`src/kst_pkg.sv`:
```
// ----------------------------------------------------------------------------
// kst_pkg
// Shared types and constants for the keyed slot table.
// ----------------------------------------------------------------------------
package kst_pkg;

  localparam int unsigned DefSlots = 16;
  localparam int unsigned KeyW     = 32;
  localparam int unsigned InfoW    = 64;

  typedef enum logic [1:0] {
    ACT_ADD     = 2'd0,
    ACT_LOOKUP  = 2'd1,
    ACT_ERASE   = 2'd2,
    ACT_COMPACT = 2'd3
  } action_e;

  typedef enum logic [1:0] {
    ST_OK       = 2'd0,
    ST_FULL     = 2'd1,
    ST_NOTFOUND = 2'd2
  } status_e;

  typedef struct packed {
    logic    load;
    logic    adv_rd;
    logic    adv_wr;
    logic    add_slot;
    logic    move_slot;
    logic    free_slot;
    logic    set_status;
    status_e status;
    logic    set_info;
    logic    push;
  } kst_cmd_t;

  typedef struct packed {
    action_e act;
    logic    at_end;
    logic    slot_busy;
    logic    same_slot;
    logic    key_hit;
    logic    out_free;
  } kst_sts_t;

endpackage

```
`src/keyed_slot_table_with_compaction.sv`:
```
// Operation: one item at a time. Each step visits one slot through the
// registered read of the slot memory. A free or skipped slot is handled in
// S_SCAN alone; a compared or moved slot passes S_SCAN then S_CHECK. The next
// item is taken while a result waits. Reset clears all occupied marks at once;
// no clearing pass.
// ----------------------------------------------------------------------------
// keyed_slot_table_with_compaction
// Slot table with add, lookup, erase and compact over a linear scan.
// ----------------------------------------------------------------------------
module keyed_slot_table_with_compaction
  import kst_pkg::*;
#(
  parameter int unsigned SLOTS = DefSlots
) (
  input  logic                   clk_i,
  input  logic                   rst_ni,
  input  logic                   in_valid_i,
  output logic                   in_stall_o,
  input  logic [1:0]             action_i,
  input  logic signed [KeyW-1:0] key_i,
  input  logic [InfoW-1:0]       entry_info_i,
  output logic                   out_valid_o,
  input  logic                   out_stall_i,
  output logic [1:0]             status_o,
  output logic [InfoW-1:0]       info_out_o
);

  kst_cmd_t cmd;
  kst_sts_t sts;

  kst_ctrl u_ctrl (
    .clk_i      (clk_i),
    .rst_ni     (rst_ni),
    .in_valid_i (in_valid_i),
    .in_stall_o (in_stall_o),
    .sts_i      (sts),
    .cmd_o      (cmd)
  );

  kst_dpath #(
    .SLOTS (SLOTS)
  ) u_dpath (
    .clk_i        (clk_i),
    .rst_ni       (rst_ni),
    .action_i     (action_i),
    .key_i        (key_i),
    .entry_info_i (entry_info_i),
    .out_valid_o  (out_valid_o),
    .out_stall_i  (out_stall_i),
    .status_o     (status_o),
    .info_out_o   (info_out_o),
    .cmd_i        (cmd),
    .sts_o        (sts)
  );

endmodule

```
`src/kst_ctrl.sv`:
```
// ----------------------------------------------------------------------------
// kst_ctrl
// Sequencer for add, lookup, erase and compact scans over the slot table.
// ----------------------------------------------------------------------------
module kst_ctrl
  import kst_pkg::*;
(
  input  logic     clk_i,
  input  logic     rst_ni,
  input  logic     in_valid_i,
  output logic     in_stall_o,
  input  kst_sts_t sts_i,
  output kst_cmd_t cmd_o
);

  typedef enum logic [3:0] {
    S_IDLE   = 4'b0001,
    S_SCAN   = 4'b0010,
    S_CHECK  = 4'b0100,
    S_FINISH = 4'b1000
  } state_e;

  state_e state_q, state_d;

  always_ff @(posedge clk_i or negedge rst_ni) begin
    if (!rst_ni) begin
      state_q <= S_IDLE;
    end else begin
      state_q <= state_d;
    end
  end

  assign in_stall_o = (state_q != S_IDLE);

  always_comb begin
    state_d = state_q;
    cmd_o   = '0;
    cmd_o.status = ST_OK;
    unique case (state_q)
      S_IDLE: begin
        if (in_valid_i) begin
          cmd_o.load = 1'b1;
          state_d    = S_SCAN;
        end
      end
      S_SCAN: begin
        if (sts_i.at_end) begin
          if (sts_i.act == ACT_ADD) begin
            cmd_o.set_status = 1'b1;
            cmd_o.status     = ST_FULL;
          end else if (sts_i.act == ACT_LOOKUP) begin
            cmd_o.set_status = 1'b1;
            cmd_o.status     = ST_NOTFOUND;
          end
          state_d = S_FINISH;
        end else begin
          unique case (sts_i.act)
            ACT_ADD: begin
              if (!sts_i.slot_busy) begin
                cmd_o.add_slot = 1'b1;
                state_d        = S_FINISH;
              end else begin
                cmd_o.adv_rd = 1'b1;
              end
            end
            ACT_LOOKUP, ACT_ERASE: begin
              if (sts_i.slot_busy) begin
                state_d = S_CHECK;
              end else begin
                cmd_o.adv_rd = 1'b1;
              end
            end
            ACT_COMPACT: begin
              if (sts_i.slot_busy && !sts_i.same_slot) begin
                state_d = S_CHECK;
              end else begin
                cmd_o.adv_rd = 1'b1;
                cmd_o.adv_wr = sts_i.slot_busy;
              end
            end
            default: state_d = S_FINISH;
          endcase
        end
      end
      S_CHECK: begin
        if (sts_i.act == ACT_COMPACT) begin
          cmd_o.move_slot = 1'b1;
          cmd_o.adv_rd    = 1'b1;
          cmd_o.adv_wr    = 1'b1;
          state_d         = S_SCAN;
        end else if (sts_i.key_hit) begin
          cmd_o.set_info  = (sts_i.act == ACT_LOOKUP);
          cmd_o.free_slot = (sts_i.act == ACT_ERASE);
          state_d         = S_FINISH;
        end else begin
          cmd_o.adv_rd = 1'b1;
          state_d      = S_SCAN;
        end
      end
      S_FINISH: begin
        if (sts_i.out_free) begin
          cmd_o.push = 1'b1;
          state_d    = S_IDLE;
        end
      end
      default: state_d = S_IDLE;
    endcase
  end

endmodule

```
`src/kst_dpath.sv`:
```
// ----------------------------------------------------------------------------
// kst_dpath
// Slot storage, scan pointers, operand latch and result register.
// ----------------------------------------------------------------------------
module kst_dpath
  import kst_pkg::*;
#(
  parameter int unsigned SLOTS = DefSlots
) (
  input  logic              clk_i,
  input  logic              rst_ni,
  input  logic [1:0]        action_i,
  input  logic signed [KeyW-1:0] key_i,
  input  logic [InfoW-1:0]  entry_info_i,
  output logic              out_valid_o,
  input  logic              out_stall_i,
  output logic [1:0]        status_o,
  output logic [InfoW-1:0]  info_out_o,
  input  kst_cmd_t          cmd_i,
  output kst_sts_t          sts_o
);

  localparam int unsigned CntW = $clog2(SLOTS + 1);
  localparam int unsigned IdxW = (SLOTS > 1) ? $clog2(SLOTS) : 1;

  action_e                act_q;
  logic signed [KeyW-1:0] key_q;
  logic [InfoW-1:0]       info_q;
  logic [CntW-1:0]        rd_q, wr_q;
  logic [SLOTS-1:0]       busy_q, busy_d;
  status_e                res_status_q;
  logic [InfoW-1:0]       res_info_q;
  logic                   out_valid_q;
  status_e                out_status_q;
  logic [InfoW-1:0]       out_info_q;

  logic signed [KeyW-1:0] key_mem [SLOTS];
  logic [InfoW-1:0]       info_mem [SLOTS];
  logic signed [KeyW-1:0] rd_key_q;
  logic [InfoW-1:0]       rd_info_q;

  logic [IdxW-1:0]        ridx, widx, mem_wa;
  logic                   mem_we;
  logic signed [KeyW-1:0] mem_wkey;
  logic [InfoW-1:0]       mem_winfo;
  logic                   at_end;

  assign ridx   = rd_q[IdxW-1:0];
  assign widx   = wr_q[IdxW-1:0];
  assign at_end = (rd_q == CntW'(SLOTS));

  assign mem_we    = cmd_i.add_slot | cmd_i.move_slot;
  assign mem_wa    = cmd_i.move_slot ? widx : ridx;
  assign mem_wkey  = cmd_i.move_slot ? rd_key_q : key_q;
  assign mem_winfo = cmd_i.move_slot ? rd_info_q : info_q;

  always_ff @(posedge clk_i) begin
    if (mem_we) begin
      key_mem[mem_wa]  <= mem_wkey;
      info_mem[mem_wa] <= mem_winfo;
    end
    rd_key_q  <= key_mem[ridx];
    rd_info_q <= info_mem[ridx];
  end

  always_comb begin
    busy_d = busy_q;
    if (cmd_i.add_slot) begin
      busy_d[ridx] = 1'b1;
    end
    if (cmd_i.free_slot) begin
      busy_d[ridx] = 1'b0;
    end
    if (cmd_i.move_slot) begin
      busy_d[widx] = 1'b1;
      busy_d[ridx] = 1'b0;
    end
  end

  always_ff @(posedge clk_i or negedge rst_ni) begin
    if (!rst_ni) begin
      busy_q      <= '0;
      rd_q        <= '0;
      wr_q        <= '0;
      act_q       <= ACT_ADD;
      out_valid_q <= 1'b0;
    end else begin
      busy_q <= busy_d;
      if (cmd_i.load) begin
        act_q <= action_e'(action_i);
        rd_q  <= '0;
        wr_q  <= '0;
      end else begin
        if (cmd_i.adv_rd) begin
          rd_q <= rd_q + CntW'(1);
        end
        if (cmd_i.adv_wr) begin
          wr_q <= wr_q + CntW'(1);
        end
      end
      if (cmd_i.push) begin
        out_valid_q <= 1'b1;
      end else if (!out_stall_i) begin
        out_valid_q <= 1'b0;
      end
    end
  end

  always_ff @(posedge clk_i) begin
    if (cmd_i.load) begin
      key_q        <= key_i;
      info_q       <= entry_info_i;
      res_status_q <= ST_OK;
      res_info_q   <= '0;
    end else begin
      if (cmd_i.set_status) begin
        res_status_q <= cmd_i.status;
      end
      if (cmd_i.set_info) begin
        res_info_q <= rd_info_q;
      end
    end
    if (cmd_i.push) begin
      out_status_q <= res_status_q;
      out_info_q   <= res_info_q;
    end
  end

  assign sts_o.act       = act_q;
  assign sts_o.at_end    = at_end;
  assign sts_o.slot_busy = !at_end && busy_q[ridx];
  assign sts_o.same_slot = (rd_q == wr_q);
  assign sts_o.key_hit   = (rd_key_q == key_q);
  assign sts_o.out_free  = !out_valid_q || !out_stall_i;

  assign out_valid_o = out_valid_q;
  assign status_o    = out_status_q;
  assign info_out_o  = out_info_q;

endmodule

```
`config.mk`:
```
export PLATFORM = sky130hd
export DESIGN_NAME = keyed_slot_table_with_compaction
export DESIGN_NICKNAME = d
export VERILOG_FILES = /design/src/kst_pkg.sv /design/src/keyed_slot_table_with_compaction.sv /design/src/kst_ctrl.sv /design/src/kst_dpath.sv
export SDC_FILE = /design/constraint.sdc
export NUM_CORES = 2
export LEC_CHECK = 0
export ABC_AREA = 1
export ABC_CLOCK_PERIOD_IN_PS = 8700
export BUFFER_PORTS_ARGS = -buffer_cell sky130_fd_sc_hd__buf_2
export CORE_MARGIN = 1
export CORE_UTILIZATION = 50
export CTS_CLUSTER_DIAMETER = 120
export DETAILED_ROUTE_END_ITERATION = 8
export GPL_TIMING_DRIVEN = 1
export PLACE_DENSITY = 0.66
export SLEW_MARGIN = 20
export SYNTH_ARGS = -nofsm -noshare
export SYNTH_HDL_FRONTEND = slang
export SYNTH_SLANG_ARGS = --single-unit
```
`constraint.sdc`:
```
create_clock -name clk_i -period 8.7 [get_ports clk_i]
set_input_delay 1.74 -clock clk_i [delete_from_list [all_inputs] [get_ports clk_i]]
set_output_delay 1.74 -clock clk_i [all_outputs]
set_load 0.02 [all_outputs]
```
==> results.json <==
{
  "vias": 45300,
  "netlist_top_cells_area": "edfxtp_1 71%, o21ai_0 6.0%, dfxtp_1 4.5%",
  "cts_tree": "done",
  "crit_type": "reg -> reg",
  "leakage_nw": 27.9,
  "sw_frac_of_total_pct": 29.5,
  "finalCriticalPeriod_ns": 5.14,
  "synth-seq-cells": 1893,
  "place.gp.congestion": 0.843,
  "seq_power_share_pct": 46.9,
  "clk-insertion-delay-late_ns": 0.81,
  "finalCritPeriodShare_pct": 59.1,
  "syn-num-nets": 5773,
  "crit_path_start": "u_dpath.rd_q[0]",
  "drt_iter0_drc": 4859,
  "mostFrequentLayoutCell": "edfxtp_1",
  "ys.flop_type": "edfxtp_1",
  "synth_cell_types": 36,
  "synth_edf_count": 1698,
  "path_cells": "inv_8 -> ha_1 -> inv_1 -> nor2_2 -> nand2_2 -> nand2_1 -> inv_2 -> nand3_4 -> nand2_1 -> nand3_1 -> nor2_4 -> buf_4",
  "num_rows": 139,
  "rr_worst_depth": 12,
  "yosysWarnings": 0,
  "cp-start-kind": "flop",
  "synthCells": 5658,
  "overflow": 0,
  "layout_setup_ws_ns": 3.56,
  "syn_area_mm2": 0.0722,
  "fin_nets": 5928,
  "vias_per_cell": 5.75,
  "drc": 0,
  "hold_buffers": 0,
  "min_path_cells": 0,
  "die_h_um": 382,
  "track_usage_pct": 23.8,
  "crit_fanout": 106,
  "cts_resized": 0,
  "report.final.slew_viol_count": 0,
  "r2r_setup_slack_ns": 3.56,
  "cts_setup_buffers": 0,
  "ant_nets": 0,
  "synth_xor_area_share_pct": 0.230,
  "grt_pass1_wl_um": 266000,
  "fin_area_mm2": 0.0817,
  "fin_util_pct": 57.0,
  "fmax_ghz": 0.194,
  "clkTransAtPathRegs_ns": 0.06,
  "slew_headroom_pct": 20.1,
  "fp.dieArea_mm2": 0.146,
  "crit_arrival_ns": 5.56,
  "synth_fa_ha_area_share_pct": 0.225,
  "cts-root-buf": "clkbuf_16",
  "synth_area_per_cell_um2": 12.8,
  "grt_max_degree": 220,
  "hp-start": "u_dpath.res_info_q[44]",
  "cts_sinks": 1893,
  "hold_end": "u_dpath.info_out_o[44]",
  "hold_ws_ns": 0.428,
  "fin_cells": 7879,
  "design.core.area_mm2": 0.143,
  "syn_to_final_growth_pct": 13.1,
  "grt_pass1_vias": 43600,
  "timing.rr.start": "u_dpath.rd_q[0]",
  "io_pins": 170,
  "drive_gt1_share_pct": 11.1,
  "clkPwrFrac_pct": 34.0,
  "cap_violations": 0,
  "crit_path_end_kind": "flop",
  "crit_top_cell": "nand2_1",
  "final_cell_mix": "1698 x edfxtp_1, 865 x o21ai_0, 824 x nor2_1, 752 x nand2_1, 387 x o22ai_1",
  "hold_violations": 0,
  "setup_tns_ns": 0,
  "synth-seq-area-share_pct": 76.2,
  "place_inst": 7527,
  "place_area_mm2": 0.0755,
  "rsz0062_at_grt": "no",
  "status": "finished, final reports clean",
  "synthMuxAreaShare_pct": 0,
  "worst_slew_pin_slew_ns": 1.19,
  "synth_top_area_share_pct": 70.6,
  "fp.dieW_um": 382,
  "numCtsBuffers": 187,
  "reg2reg_to": "u_dpath.info_mem[4][14]",
  "critPathRequiredTime_ns": 9.11,
  "synth_compound_area_share_pct": 10.2,
  "finalClockSkew_ns": 0.0280,
  "powerDensity_mw_per_mm2": 290,
  "switching_power_mw": 6.98,
  "antenna_found_initial": 1,
  "place_ws_ns": 3.60,
  "clockBufferDepth": 3,
  "p_int_mw": 16.7,
  "start_util_pct": 50.3,
  "synth_top_family_by_area": "compound AO/OA/AOI/OAI gates",
  "drt-total-wl_um": 176000,
  "hpwl_um": 87400,
  "synth-simple-area-share_pct": 9.91,
  "first_pass_iters": 5,
  "io_buffers": 169,
  "vdd_drop_max_mv": 0.262,
  "cp_slowest_cell": "dfrtp_4",
  "cts_htree_levels": 4,
  "synth_top_area_cell": "edfxtp_1",
  "routedWlPerCell_um": 22.4,
  "share_comb_of_total_power_pct": 19.2,
  "fin_total_pwr_mw": 23.7,
  "slowest_delay_ns": 1.08,
  "setup_viol": 0,
  "hp-class": "reg -> reg",
  "async_flop_share_pct": 1.74
}
-- cells in the mapped netlist, types with 2 or more instances --
master / instances
a21oi_1: 84
a21oi_2: 2
buf_1: 36
buf_2: 37
buf_6: 10
clkbuf_1: 268
dfrtp_1: 32
dfxtp_1: 162
edfxtp_1: 1698
ha_1: 13
inv_1: 228
inv_2: 11
nand2_1: 752
nand2_2: 5
nand3_1: 32
nand3_2: 2
nand4_1: 122
nor2_1: 841
nor2_2: 3
nor2_4: 3
nor3_1: 4
nor3_2: 4
o2111ai_1: 2
o21ai_0: 870
o21ai_1: 18
o22ai_1: 387
or2_2: 6
xnor2_1: 9
xor2_1: 10
-- worst max path at each step --
stage,to,slack (ns)
after floorplan,u_dpath.info_mem[12][0],1.97
after global placement,u_dpath.key_mem[1][31],3.52
after detailed placement,u_dpath.info_mem[5][8],3.60
after CTS,u_dpath.info_mem[5][28],3.59
after global routing,u_dpath.key_mem[0][14],3.30
final,u_dpath.info_mem[4][14],3.56
-- layout make-up --
type | count | area (µm²)
Fill cell | 11300 | 61800
Multi-Input combinational cell | 3175 | 15000
Timing Repair Buffer | 317 | 2140
Tap cell | 1903 | 2380
Antenna cell | 1 | 2.50
Clock inverter | 95 | 988
Sequential cell | 1893 | 55100
Inverter | 239 | 930
Clock buffer | 256 | 5200
-- kinds of logic (layout without fill, tap and decap cells) --
kind of cell               count (synthesis)  after routing
DFF                                     1893           1893
and+or+nand+nor                         1778           1778
AOI/OAI and AO/OA                       1365           1365
buffers and inverters                    590            907
xor gates and xnor gates                  19             19
adders and majority gates                 13             13
other                                      0              1
-- critical path, delay by kind of cell (launching register included) --
family	cells	cell delay, ns
AND/OR/NAND/NOR	7	1.71
buffers and inverters	4	1.43
flip-flops	1	1.08
adder cells (fa/ha/maj)	1	0.36
-- sequential cells by signal, indices dropped and copies added (netlist names), 32 cells and up --
signal              cells
u_dpath.key_q          32
u_dpath.key_mem       512
u_dpath.rd_key_q       32
u_dpath.info_mem     1024
u_dpath.info_out_o     64
u_dpath.res_info_q     64
u_dpath.info_q         64
u_dpath.rd_info_q      64
-- layer usage --
metal | part of all wire [%] | up-vias | GRT usage [%]
li1 | - | 20700 | -
met1 | 44 | 22400 | 34.5
met2 | 47 | 1868 | 37.6
met3 | 7.3 | 292 | 3.35
met4 | 2.3 | 0 | 6.87
met5 | 0 | - | 0
-- power by group through the flow --
stage          Clock (mW)  Combinational [mW]  Sequential (mW)
3_3_place_gp            0                4.38             11.3
6_report             8.05                4.54             11.1
5_1_grt              8.50                5.03             11.1
2_1_floorplan           0                3.04             11.2
3_5_place_dp            0                4.48             11.3
4_1_cts              8.16                4.51             11.1
(Power assumes the default switching activity.)
